--- config.mk ---
export PLATFORM = sky130hd
export DESIGN_NAME = bba_ctrl
export DESIGN_NICKNAME = d
export VERILOG_FILES = /design/src/rtl/bba_pkg.sv /design/src/rtl/bba_ctrl.sv
export SDC_FILE = /design/constraint.sdc
export NUM_CORES = 1
export LEC_CHECK = 0
export BUFFER_PORTS_ARGS = -buffer_cell sky130_fd_sc_hd__buf_2
export CAP_MARGIN = 10
export CORE_MARGIN = 1.5
export CORE_UTILIZATION = 30
export CTS_BUF_LIST = sky130_fd_sc_hd__clkbuf_16
export CTS_CLUSTER_DIAMETER = 40
export DETAILED_ROUTE_END_ITERATION = 8
export PLACE_DENSITY = 0.57
export SYNTH_ARGS = -nofsm -noshare
export SYNTH_HDL_FRONTEND = slang
export SYNTH_SLANG_ARGS = --single-unit
export TNS_END_PERCENT = 50
--- constraint.sdc ---
create_clock -name aclk -period 2.5 [get_ports aclk]
set_clock_uncertainty 0.05 [all_clocks]
set_input_delay 0.625 -clock aclk [delete_from_list [all_inputs] [get_ports aclk]]
set_output_delay 0.625 -clock aclk [all_outputs]
set_load 0.1 [all_outputs]
--- src/rtl/bba_pkg.sv ---
// Shared types, constants and codes for the buddy block allocator.
package bba_pkg;

    localparam int MAX_BLOCKS = 1024;
    localparam int TOP_CLASS  = 10;
    localparam int IDX_W      = 10;
    localparam int LINK_W     = 11;
    localparam int CB_W       = 6;
    localparam int CLS_W      = 4;
    localparam int WANT_W     = 5;
    localparam int REQ_W      = 24;
    localparam int CFG_W      = 24;

    localparam logic [LINK_W-1:0] NO_LINK   = LINK_W'(MAX_BLOCKS);
    localparam logic [CB_W-1:0]   FREE_MARK = 6'h20;

    typedef enum logic [1:0] {
        OP_FORMAT = 2'd0,
        OP_ALLOC  = 2'd1,
        OP_FREE   = 2'd2,
        OP_NOP    = 2'd3
    } op_t;

    typedef enum logic [1:0] {
        RES_OK        = 2'd0,
        RES_TOO_LARGE = 2'd1,
        RES_NO_MEM    = 2'd2
    } res_t;

    typedef enum logic [1:0] {
        CFG_ATOM_LOG    = 2'd0,
        CFG_BLOCK_COUNT = 2'd1,
        CFG_MAX_REQUEST = 2'd2
    } cfg_idx_t;

    typedef enum logic [4:0] {
        ST_RST_CLEAR, ST_IDLE, ST_FMT_CLEAR, ST_FMT_CHK, ST_FMT_NEXT,
        ST_A_SIZE, ST_A_FIND, ST_W_INIT, ST_W_STEP, ST_D_RD, ST_D_WR,
        ST_SPLIT, ST_PUSH2, ST_A_FIN, ST_F_RD, ST_F_CHK, ST_F_MARK,
        ST_F_SET, ST_M_CHK, ST_M_CMP, ST_M_W1, ST_M_W2, ST_F_PUSH, ST_DONE
    } state_t;

    typedef enum logic [4:0] {
        CMD_NONE, CMD_START, CMD_CLEAR, CMD_FMT_CHK, CMD_FMT_NEXT,
        CMD_A_SIZE, CMD_A_FIND, CMD_W_INIT, CMD_W_STEP, CMD_D_RD, CMD_D_WR,
        CMD_SPLIT, CMD_PUSH2, CMD_A_FIN, CMD_F_RD, CMD_F_CHK, CMD_F_MARK,
        CMD_F_SET, CMD_M_CHK, CMD_M_W1, CMD_M_W2, CMD_F_PUSH, CMD_OUT
    } cmd_t;

    typedef struct packed {
        op_t  op;
        logic sweep_last;
        logic too_large;
        logic bin_found;
        logic walk_more;
        logic split_more;
        logic half_ok;
        logic fmt_fit;
        logic cls_zero;
        logic blk_out;
        logic f_reject;
        logic merge_go;
        logic bud_match;
    } dp_status_t;

endpackage

--- src/rtl/bba_ctrl.sv ---
// Sequencer for format, allocate and free requests and result handshake.
module bba_ctrl (
    input  logic                aclk,
    input  logic                aresetn,
    input  logic                s_valid,
    output logic                s_ready,
    input  logic [1:0]          s_op,
    output logic                m_valid,
    input  logic                m_ready,
    output bba_pkg::cmd_t       cmd,
    input  bba_pkg::dp_status_t st
);
    import bba_pkg::*;

    state_t state_reg, state_next;
    logic   m_valid_reg, m_valid_next;

    always_ff @(posedge aclk) begin
        if (!aresetn) begin
            state_reg   <= ST_RST_CLEAR;
            m_valid_reg <= 1'b0;
        end else begin
            state_reg   <= state_next;
            m_valid_reg <= m_valid_next;
        end
    end

    always_comb begin
        state_next = state_reg;
        unique case (state_reg)
            ST_RST_CLEAR: if (st.sweep_last) state_next = ST_IDLE;
            ST_IDLE: begin
                if (s_valid) begin
                    unique case (op_t'(s_op))
                        OP_FORMAT: state_next = ST_FMT_CLEAR;
                        OP_ALLOC:  state_next = ST_A_SIZE;
                        OP_FREE:   state_next = ST_F_RD;
                        OP_NOP:    state_next = ST_DONE;
                    endcase
                end
            end
            ST_FMT_CLEAR: if (st.sweep_last) state_next = ST_FMT_CHK;
            ST_FMT_CHK:   state_next = st.fmt_fit ? ST_PUSH2 : ST_FMT_NEXT;
            ST_FMT_NEXT:  state_next = st.cls_zero ? ST_DONE : ST_FMT_CHK;
            ST_A_SIZE:    state_next = st.too_large ? ST_DONE : ST_A_FIND;
            ST_A_FIND:    state_next = st.bin_found ? ST_W_INIT : ST_DONE;
            ST_W_INIT:    state_next = ST_W_STEP;
            ST_W_STEP:    if (!st.walk_more) state_next = ST_D_RD;
            ST_D_RD:      state_next = ST_D_WR;
            ST_D_WR:      state_next = (st.op == OP_ALLOC) ? ST_SPLIT : ST_M_W1;
            ST_SPLIT: begin
                if (!st.split_more) state_next = ST_A_FIN;
                else if (st.half_ok) state_next = ST_PUSH2;
            end
            ST_PUSH2: begin
                priority if (st.op == OP_FORMAT) state_next = ST_FMT_NEXT;
                else if (st.op == OP_ALLOC) state_next = ST_SPLIT;
                else state_next = ST_DONE;
            end
            ST_A_FIN:  state_next = ST_DONE;
            ST_F_RD:   state_next = st.blk_out ? ST_DONE : ST_F_CHK;
            ST_F_CHK:  state_next = st.f_reject ? ST_DONE : ST_F_MARK;
            ST_F_MARK: state_next = ST_F_SET;
            ST_F_SET:  state_next = ST_M_CHK;
            ST_M_CHK:  state_next = st.merge_go ? ST_M_CMP : ST_F_PUSH;
            ST_M_CMP:  state_next = st.bud_match ? ST_D_RD : ST_F_PUSH;
            ST_M_W1:   state_next = ST_M_W2;
            ST_M_W2:   state_next = ST_M_CHK;
            ST_F_PUSH: state_next = ST_PUSH2;
            ST_DONE:   if (!m_valid_reg || m_ready) state_next = ST_IDLE;
            default:   state_next = ST_IDLE;
        endcase
    end

    always_comb begin
        cmd = CMD_NONE;
        unique case (state_reg)
            ST_RST_CLEAR, ST_FMT_CLEAR: cmd = CMD_CLEAR;
            ST_IDLE:     cmd = s_valid ? CMD_START : CMD_NONE;
            ST_FMT_CHK:  cmd = CMD_FMT_CHK;
            ST_FMT_NEXT: cmd = CMD_FMT_NEXT;
            ST_A_SIZE:   cmd = CMD_A_SIZE;
            ST_A_FIND:   cmd = CMD_A_FIND;
            ST_W_INIT:   cmd = CMD_W_INIT;
            ST_W_STEP:   cmd = CMD_W_STEP;
            ST_D_RD:     cmd = CMD_D_RD;
            ST_D_WR:     cmd = CMD_D_WR;
            ST_SPLIT:    cmd = CMD_SPLIT;
            ST_PUSH2:    cmd = CMD_PUSH2;
            ST_A_FIN:    cmd = CMD_A_FIN;
            ST_F_RD:     cmd = CMD_F_RD;
            ST_F_CHK:    cmd = CMD_F_CHK;
            ST_F_MARK:   cmd = CMD_F_MARK;
            ST_F_SET:    cmd = CMD_F_SET;
            ST_M_CHK:    cmd = CMD_M_CHK;
            ST_M_CMP:    cmd = CMD_NONE;
            ST_M_W1:     cmd = CMD_M_W1;
            ST_M_W2:     cmd = CMD_M_W2;
            ST_F_PUSH:   cmd = CMD_F_PUSH;
            ST_DONE:     cmd = (!m_valid_reg || m_ready) ? CMD_OUT : CMD_NONE;
            default:     cmd = CMD_NONE;
        endcase
    end

    always_comb begin
        s_ready = (state_reg == ST_IDLE);
        m_valid = m_valid_reg;
        m_valid_next = m_valid_reg;
        if (cmd == CMD_OUT) m_valid_next = 1'b1;
        else if (m_ready) m_valid_next = 1'b0;
    end

`ifndef NO_ASSERTIONS
    a_accept_leaves_idle: assert property (@(posedge aclk) disable iff (!aresetn)
        s_valid && s_ready |=> state_reg != ST_IDLE)
        else $error("accepted request did not start");
    a_out_sets_valid: assert property (@(posedge aclk) disable iff (!aresetn)
        cmd == CMD_OUT |=> m_valid_reg)
        else $error("result load without valid");
`endif
endmodule

After elaboration in Yosys (flattened, before gate mapping):

Cells that the tools add are included.

* input port bits: 20
* register bits: 6
* output and inout port bits: 7
* logic and storage cells: 70

* equality and inequality tests: 34
* reductions and logical operators: 9
* multiplexer cells: 25

Operator list (count)
* 5-bit one-hot mux with 23 select lines: 1
* 5-bit one-hot mux with 22 select lines: 1
* 5-bit two-way mux: 16
* 5-bit equality test (second input constant): 9
* 5-bit by 4-bit equality test with 1-bit output (second input constant): 8
* 5-bit by 3-bit equality test with 1-bit output (second input constant): 4
* 5-bit one-hot mux with 4 select lines: 1
* 5-bit by 2-bit equality test with 1-bit output (second input constant): 2
* 2-bit != test (second input constant): 5
* 3-bit two-way mux: 2
* 6-bit AND reduction: 1
* 5-bit by 1-bit equality test with 1-bit output (second input constant): 1
* 5-bit logical NOT: 1
* 2-bit by 1-bit equality test with 1-bit output (second input constant): 2
* 2-bit equality test (second input constant): 2
* 2-bit logical NOT: 2
* 4-bit two-way mux: 1
* 2-bit OR reduction: 2
* 1-bit two-way mux: 3
* 3-bit != test (second input constant): 1
* 2-bit nonzero test: 1
* 1-bit logical NOT: 1
* 1-bit logical OR: 1

Depth between registers and ports, before layout:

* depth in word-level cells: 6
* depth in mapped cells: 7

Worst setup path after synthesis:

OpenSTA, ideal clock, no wires.

* kind: reg2out
* start: register state_reg[4]
* end: output cmd[0]
* setup slack: -1302 ps
* data arrival time: 3127 ps
* cell stages (with the launch flop): 7
* data required time: 1825 ps
* cells stage by stage: dfxtp_1 -> buf_6 -> buf_2 -> nor4_1 -> a21oi_1 -> nor2_1 -> a211oi_1

* word-level cells in the longest chain between the ends: 3
* elaborated cells on any way between the ends: 25
* classes of those cells: eq/ne: 22; mux: 1; reduce/logical: 2

RTL lines
* start, declared: RTL line bba_ctrl.sv:15 `state_t state_reg, state_next;`
* start signal, assigned: RTL line bba_ctrl.sv:23 `state_reg <= state_next;`
* 5-bit by 2-bit equality test with 1-bit output or 5-bit logical NOT (tied branches): RTL line bba_ctrl.sv:77 `unique case (state_reg)`
* 2-bit OR reduction: RTL line bba_ctrl.sv:77
* 5-bit one-hot mux with 22 select lines *: RTL line bba_ctrl.sv:77
* end, declared: RTL line bba_ctrl.sv:10 `output bba_pkg::cmd_t cmd,`

Every way passes the cells marked *; elsewhere a longest branch is shown, timed or not.

Worst setup path in the final report:

* start: register state_reg[2]
* end: output cmd[0]

The elaborated chain is that of the path after synthesis.

==> results.cfg <==
[status]
status = complete, no violations

[die]
rows = 20
start_util_pct = 32.0
die_w_um = 60.5
io_pins = 27
core_area_mm2 = 0.00310
dieArea_mm2 = 0.00366
die_y_um = 60.5

[final_layout]
nFillCells = 342
largest_register_ffs = 5
nets = 188
design_area_mm2 = 0.00133
area.growth.synth_to_final_pct = 33.5
n_antenna_cell = 0
final_layout_size_suffix_gt1_share_pct = 33.1

[sta]
relSlewSlack_pct = 67.9
min_period_ps = 2390
worst_slew_pin_slew_ps = 485
drv_slew = 0
maxClockFrequency_mhz = 419
hold_violations = 0
rsz0062_at_grt = false
hold_ws_ps = 628
layout_worst_path_cycle_share_pct = 95.4
setup_viol = 0

[yosys]
synth.top_cell.area_share_pct = 12.1
synthArstFlopShare_pct = 0
synth_flop_cell = dfxtp_1
ys_types = 53
synth_xor_xnor_area_share_pct = 0.883
synth_commonest_cells = nor2_1, a21oi_1, o21ai_0
syn_nets = 159
synth_top_family_by_area = compound AO/OA/AOI/OAI gates
synth_compound_area_share_pct = 39.6
ys_warn_count = 0
synth_edf_count = 0
ys_seq_elements = 6
yosysTopAreaCell = dfxtp_1
syn_inst = 139
synth.area.top_cells = dfxtp_1, buf_6, a21oi_1
synthAdderAreaFrac_pct = 0
synth_area_um2 = 992
yosysMostFrequentCell = nor2_1
ys_seq_area_share_pct = 12.1
synth.avg_cell_area_um2 = 7.14
synthMuxAreaShare_pct = 2.02
yosys.area_share.simple_pct = 32.2

[power]
p_leak_nw = 0.491
power_density_mw_per_mm2 = 738
peakVddDrop_mv = 0.221

[worst_setup_path]
crit_path_cell_trace = buf_4, and2_4, o21a_1, a211oi_2, buf_12
start_kind = flop
arrival_ps = 1710
crit_path_end_kind = primary output
crit_required_ps = 1820
crit_type = reg2out
crit_fanout = 11
slowest_stage = dfxtp_1
slowest_delay_ps = 410

[grt]
antenna_found_initial = 0
grt_use_total_pct = 19.9
grt_pass1_vias = 1173
grt_overflow_total = 0
grt_max_degree = 19
grt_pass1_wl_um = 5480

[route]
num_vias = 1229
first_pass_iters = 4
wl_um = 3350
viasPerCell = 5.85
ant_nets = 0
wl_per_cell_um = 16.0
drtIter0Drc = 93
drcViolationCount = 0

[clocking]
post_cts_resized = 0
clk_latency_ps = 230
cts_sinks = 6
clkTransAtPathRegs_ps = 30
cts_buffer_depth = 2
cts_max_level = 1
cts_root_buf = clkbuf_16
cts_tree = done
post_cts_buffers = 0
cts_hold_buffers = 0
cts_buffers = 3

[worst_hold_path]
hp-class = in2reg

[placed_design]
placed_area_mm2 = 0.00125
port_buffers = 26
place_hpwl_um = 2620
gp_congestion = 1.01

[run]
cap_viol_max_count = 0
-- through the flow --
stage / utilization [%] / std cells / TNS, ps / setup slack, ps / power [mW]
6_report: 42.7 / 210 / 0 / 114 / 0.977
5_1_grt: 42.7 / 210 / 0 / 59.5 / 1.02
3_3_place_gp: 40.3 / 207 / 0 / 238 / 0.701
2_1_floorplan: - / 139 / -691 / -387 / 0.549
3_5_place_dp: 40.3 / 207 / 0 / 221 / 0.710
4_1_cts: 42.7 / 210 / 0 / 122 / 0.972
-- layout by cell type, fill, tap and decap left out, types with 2 or more instances in the layout --
master and instances:
o22ai_2 2, o32ai_1 2, dfxtp_1 6, or3_1 3, nand3_1 2, a31oi_1 6
nor3_1 3, nor2b_1 4, clkbuf_16 3, buf_12 5, nand2b_1 7, o22ai_1 3
nand2_1 8, buf_2 21, inv_1 5, a32oi_1 3, buf_4 10, a21oi_1 10
a311oi_1 2, mux2i_1 2, o21bai_1 3, a211oi_2 2, o21ai_1 2, o21ai_0 11
nor2_1 12
-- power by group --
part / internal (mW) / leakage [nW] / total, mW / switching (mW)
Sequential: 0.106 / 0.0487 / 0.138 / 0.0314
Clock: 0.205 / 0.0370 / 0.261 / 0.0557
Combinational: 0.220 / 0.405 / 0.579 / 0.359
-- path summary, 6_finish.rpt --
path | startpoint | end | slack [ps] | depth (start not counted)
max | state_reg[2] | cmd[0] | 110 | 5
min | aresetn | m_valid | 630 | 2
max reg2reg | state_reg[4] | state_reg[0] | 470 | 6
min reg2reg | m_valid | m_valid | 780 | 4
-- cell families (layout without fill, tap and decap cells) --
family          Yosys count  in the layout
xor+xnor                  1              1
simple gates             55             55
flops                     6              6
buf+inv                  18             45
compound gates           57             57
mux                       2              2
-- metal layers --
| layer | GRT usage (%) | wire length (um) | vias up |
|---|---|---|---|
| met1 | 25.8 | 1330 | 572 |
| met4 | 5.90 | 40 | 0 |
| li1 | - | - | 579 |
| met2 | 34.6 | 1660 | 73 |
| met5 | 0 | 0 | - |
| met3 | 2.35 | 326 | 5 |
-- worst max-delay path: cells and delay by family (launching register included) --
kind	cells	cell delay [ps]
AND/OR/NAND/NOR	1	160
buffers and inverters	2	460
flip-flops	1	410
AO/OA/AOI/OAI	2	440
-- area by class of cell --
class / count / area [um2] / share of cell area, %
Timing Repair Buffer: 36 / 280 / 21.2
Clock buffer: 3 / 75.1 / 5.67
Multi-Input combinational cell: 115 / 772 / 58.3
Sequential cell: 6 / 120 / 9.07
Inverter: 6 / 22.5 / 1.70
Tap cell: 44 / 55.1 / 4.15
Note: power is estimated with default switching activity, not from simulation.
